==> src/rtl/core/plfr_ram.sv <==
// Generic simple dual-port RAM: one write port, one read port with
// registered read data and read enable. No dependencies.
module plfr_ram #(
   parameter int WIDTH = 8,
   parameter int DEPTH = 256
) (
   input  logic                     clock,
   input  logic                     wr_en,
   input  logic [$clog2(DEPTH)-1:0] wr_addr,
   input  logic [WIDTH-1:0]         wr_data,
   input  logic                     rd_en,
   input  logic [$clog2(DEPTH)-1:0] rd_addr,
   output logic [WIDTH-1:0]         rd_data
);

   logic [WIDTH-1:0] mem_ff [DEPTH];
   logic [WIDTH-1:0] rd_data_ff;

   always_ff @(posedge clock) begin
      if (wr_en) begin
         mem_ff[wr_addr] <= wr_data;
      end
      if (rd_en) begin
         rd_data_ff <= mem_ff[rd_addr];
      end
   end

   assign rd_data = rd_data_ff;

endmodule

==> config.mk <==
export PLATFORM = sky130hd
export DESIGN_NAME = plfr_ram
export DESIGN_NICKNAME = d
export VERILOG_FILES = /design/src/rtl/core/plfr_ram.sv
export SDC_FILE = /design/constraint.sdc
export NUM_CORES = 2
export LEC_CHECK = 0
export ABC_AREA = 1
export BUFFER_PORTS_ARGS = -buffer_cell sky130_fd_sc_hd__buf_2
export CAP_MARGIN = 20
export CORE_MARGIN = 1.5
export CORE_UTILIZATION = 51
export DETAILED_ROUTE_END_ITERATION = 8
export PLACE_DENSITY_LB_ADDON = 0.12
export SYNTH_ARGS = -nofsm -noshare
export SYNTH_HDL_FRONTEND = slang
export SYNTH_SLANG_ARGS = --single-unit
==> constraint.sdc <==
create_clock -name clock -period 2.3 [get_ports clock]
set_input_delay 0.23 -clock clock [delete_from_list [all_inputs] [get_ports clock]]
set_output_delay 0.23 -clock clock [all_outputs]
set_load 0.05 [all_outputs]
==> results.yml <==
cts:
  tritoncts: "built"
  clock_latency_ps: 860
  clock-sinks: 2056
  cts-root-buf: "clkbuf_16"
  numCtsBuffers: 207
  cts_max_level: 4
  cts.clk_slew.worst_paths_ps: 60
  ctsLongestPathBuffers: 3
die:
  core-area_mm2: 0.163
  rows: 148
  die_w_um: 408
  die_h_um: 408
  die_area_mm2: 0.166
  num_io_pins: 35
  initial_core_util_pct: 51.3
routing:
  wl_per_cell_um: 24.6
  drtIter0Drc: 6722
  drc: 0
  vias: 56700
  ant_nets: 0
  routed_wl_um: 241000
  dr.pass1.iters: 6
  viasPerCell: 5.79
timing:
  slew_headroom_pct: 33.8
  setup_slack_ps: 82.2
  worst_slew_pin_slew_ps: 992
  rsz0062_at_grt: "no"
  fin_hold_ws_ps: 135
  timing.fmax_mhz: 451
  skew_ps: 27.3
  post-route-period-util_pct: 96.4
  finalHoldViolCount: 0
  post-route-min-period_ps: 2220
  finalSetupViolCount: 0
  slew_violations: 0
layout:
  layout_commonest_cell: "nand2_1"
  most-common-layout-cells: "2,116 x nand2_1, 2,056 x edfxtp_1, 2,019 x nand3_1"
  drive_gt1_share_pct: 13.2
  final.fill_count: 13000
  multi_input_area_mm2: 0.0192
  final_cells: 9799
  area_growth_pct: 16.6
  nNetsFinal: 7489
  final-seq-area_mm2: 0.0617
worst_setup_path:
  slowest_delay_ps: 380
  worstPathMaxFanout: 1
  cp_slowest_cell: "edfxtp_1"
  crit_arrival_ps: 2820
  required_ps: 2900
  path_buf_inv: 0
  crit_chain: "nand2_1 > nand3_1 > nand3_1 > nand3_1 > nand3_1 > nand3_1 > nand3_1 > nand2_1 > nand2_1 > nand2_1"
  crit_top_cell: "nand3_1"
  critical_path_class: "flip-flop to flip-flop"
  critical-path-top-delay-family: "simple AND/OR/NAND/NOR gates"
  endpoint_kind: "flip-flop"
  crit_path_start_kind: "flip-flop"
run:
  drv_cap: 0
logic_synthesis:
  synth_seq_area_share_pct: 74.0
  synth_top_area_cell: "edfxtp_1"
  syn_area_mm2: 0.0835
  ys_types: 13
  netlist_top_cells_area: "edfxtp_1 74%, nand3_1 12%, nand2_1 9.5%, buf_2 1.6%, nor2_1 1.3%"
  yosysTopAreaCellShare_pct: 74.0
  synth-simple-area-share_pct: 22.9
  synth_xor_area_share_pct: 0
  ys_warn_count: 0
  synth_top_family_by_area: "simple AND/OR/NAND/NOR gates"
  synthCells: 7003
  synth_nets: 7030
  synthAdderAreaFrac_pct: 0
  synth_compound_gate_area_share_pct: 0
  avgSynthCellArea_um2: 11.9
  synth_mux_area_share_pct: 0
  synth-seq-cells: 2056
power:
  p_per_area_mw_per_mm2: 813
  p_leak_nw: 35.0
  ir_worst_vdd_v: 0.000901
  p_total_w: 0.0791
global_routing:
  track_usage_pct: 28.9
  grt_max_degree: 79
  antenna_found_initial: 6
  grt_pass1_wl_um: 356000
  grt_pass1_vias: 54500
  gr-total-overflow: 0
placed_design:
  dp.cells: 9417
  post-place-ws_ps: -462
  dpl.hpwl_um: 153000
  port_buffers: 34
  gp_congestion: 0.870
worst_hold_path:
  hp-class: "primary input to flip-flop"
status:
  status: "completed"
==> cell families (layout without fill, tap and decap cells) <==
| logic type | Yosys count | after routing |
|---|---|---|
| buf+inv | 522 | 1142 |
| flops | 2056 | 2056 |
| other cells | 0 | 1 |
| simple gates | 4425 | 4425 |
==> state kept, by name (all words and copies together) (netlist names) <==
| register | count |
|---|---|
| mem_ff | 2048 |
| rd_data | 8 |
==> repair_timing <==
item | in CTS | in global routing
gates resized for setup | 0 | 0
endpoints found under the hold margin | 520 | 0
hold buffers | 11 | 0
setup buffers | 0 | 0
==> metal layers <==
metal  track usage, %  vias up  share of wire, %
li1                 -    25800                 -
met5                0        -             0.017
met4             8.13        6               2.6
met3             5.35      379               8.8
met1             41.4    28100                42
met2             45.4     2479                47
==> tightest hold or removal path: cells and delay by family <==
kind | cells | cell delay (ps)
simple gates | 2 | 300
buf+inv | 1 | 260
==> report_power, final <==
part | switching (W) | total (W) | internal [W] | leakage (nW)
clock | 0.0141 | 0.0323 | 0.0182 | 3.13
combinational | 0.00385 | 0.00546 | 0.00161 | 13.4
sequential | 0.0000375 | 0.0413 | 0.0413 | 18.5
==> cell usage after synthesis <==
cell and count:
inv_1 36, inv_4 1, clkbuf_1 112, buf_6 16, edfxtp_1 2056, nand3_1 2019, nand2_1 2123, buf_2 268
buf_4 46, buf_8 1, nor2_1 283, inv_2 2, buf_1 40
==> per-stage QoR <==
| stage | util [%] | setup TNS, ps | area, um^2 |
|---|---|---|---|
| CTS | 59.9 | 0 | 97300 |
| detailed placement | 55.9 | -3050 | 90800 |
| finish | 59.9 | 0 | 97300 |
| global placement | 55.9 | -3040 | 90800 |
| global route | 59.9 | 0 | 97300 |
| floorplan | - | 0 | 83500 |
==> layout make-up <==
type | count | area share, %
antenna | 1 | 0.00257
multi-input combinational | 4425 | 19.7
inverter | 39 | 0.185
clock inverter | 112 | 0.991
tap | 2175 | 2.80
timing repair buffer | 733 | 7.32
sequential | 2056 | 63.4
clock buffer | 258 | 5.58
==> path summary, 6_finish.rpt <==
check,start,end,slack (ps),cells past startpoint
worst max-delay path,mem_ff[229][2],rd_data[2],80,10
worst min-delay path,wr_en,mem_ff[140][1],130,3
worst max register to register,mem_ff[229][2],rd_data[2],80,10
worst min register to register,mem_ff[146][7],rd_data[7],1060,10
Note: power is estimated with default switching activity, not from simulation.
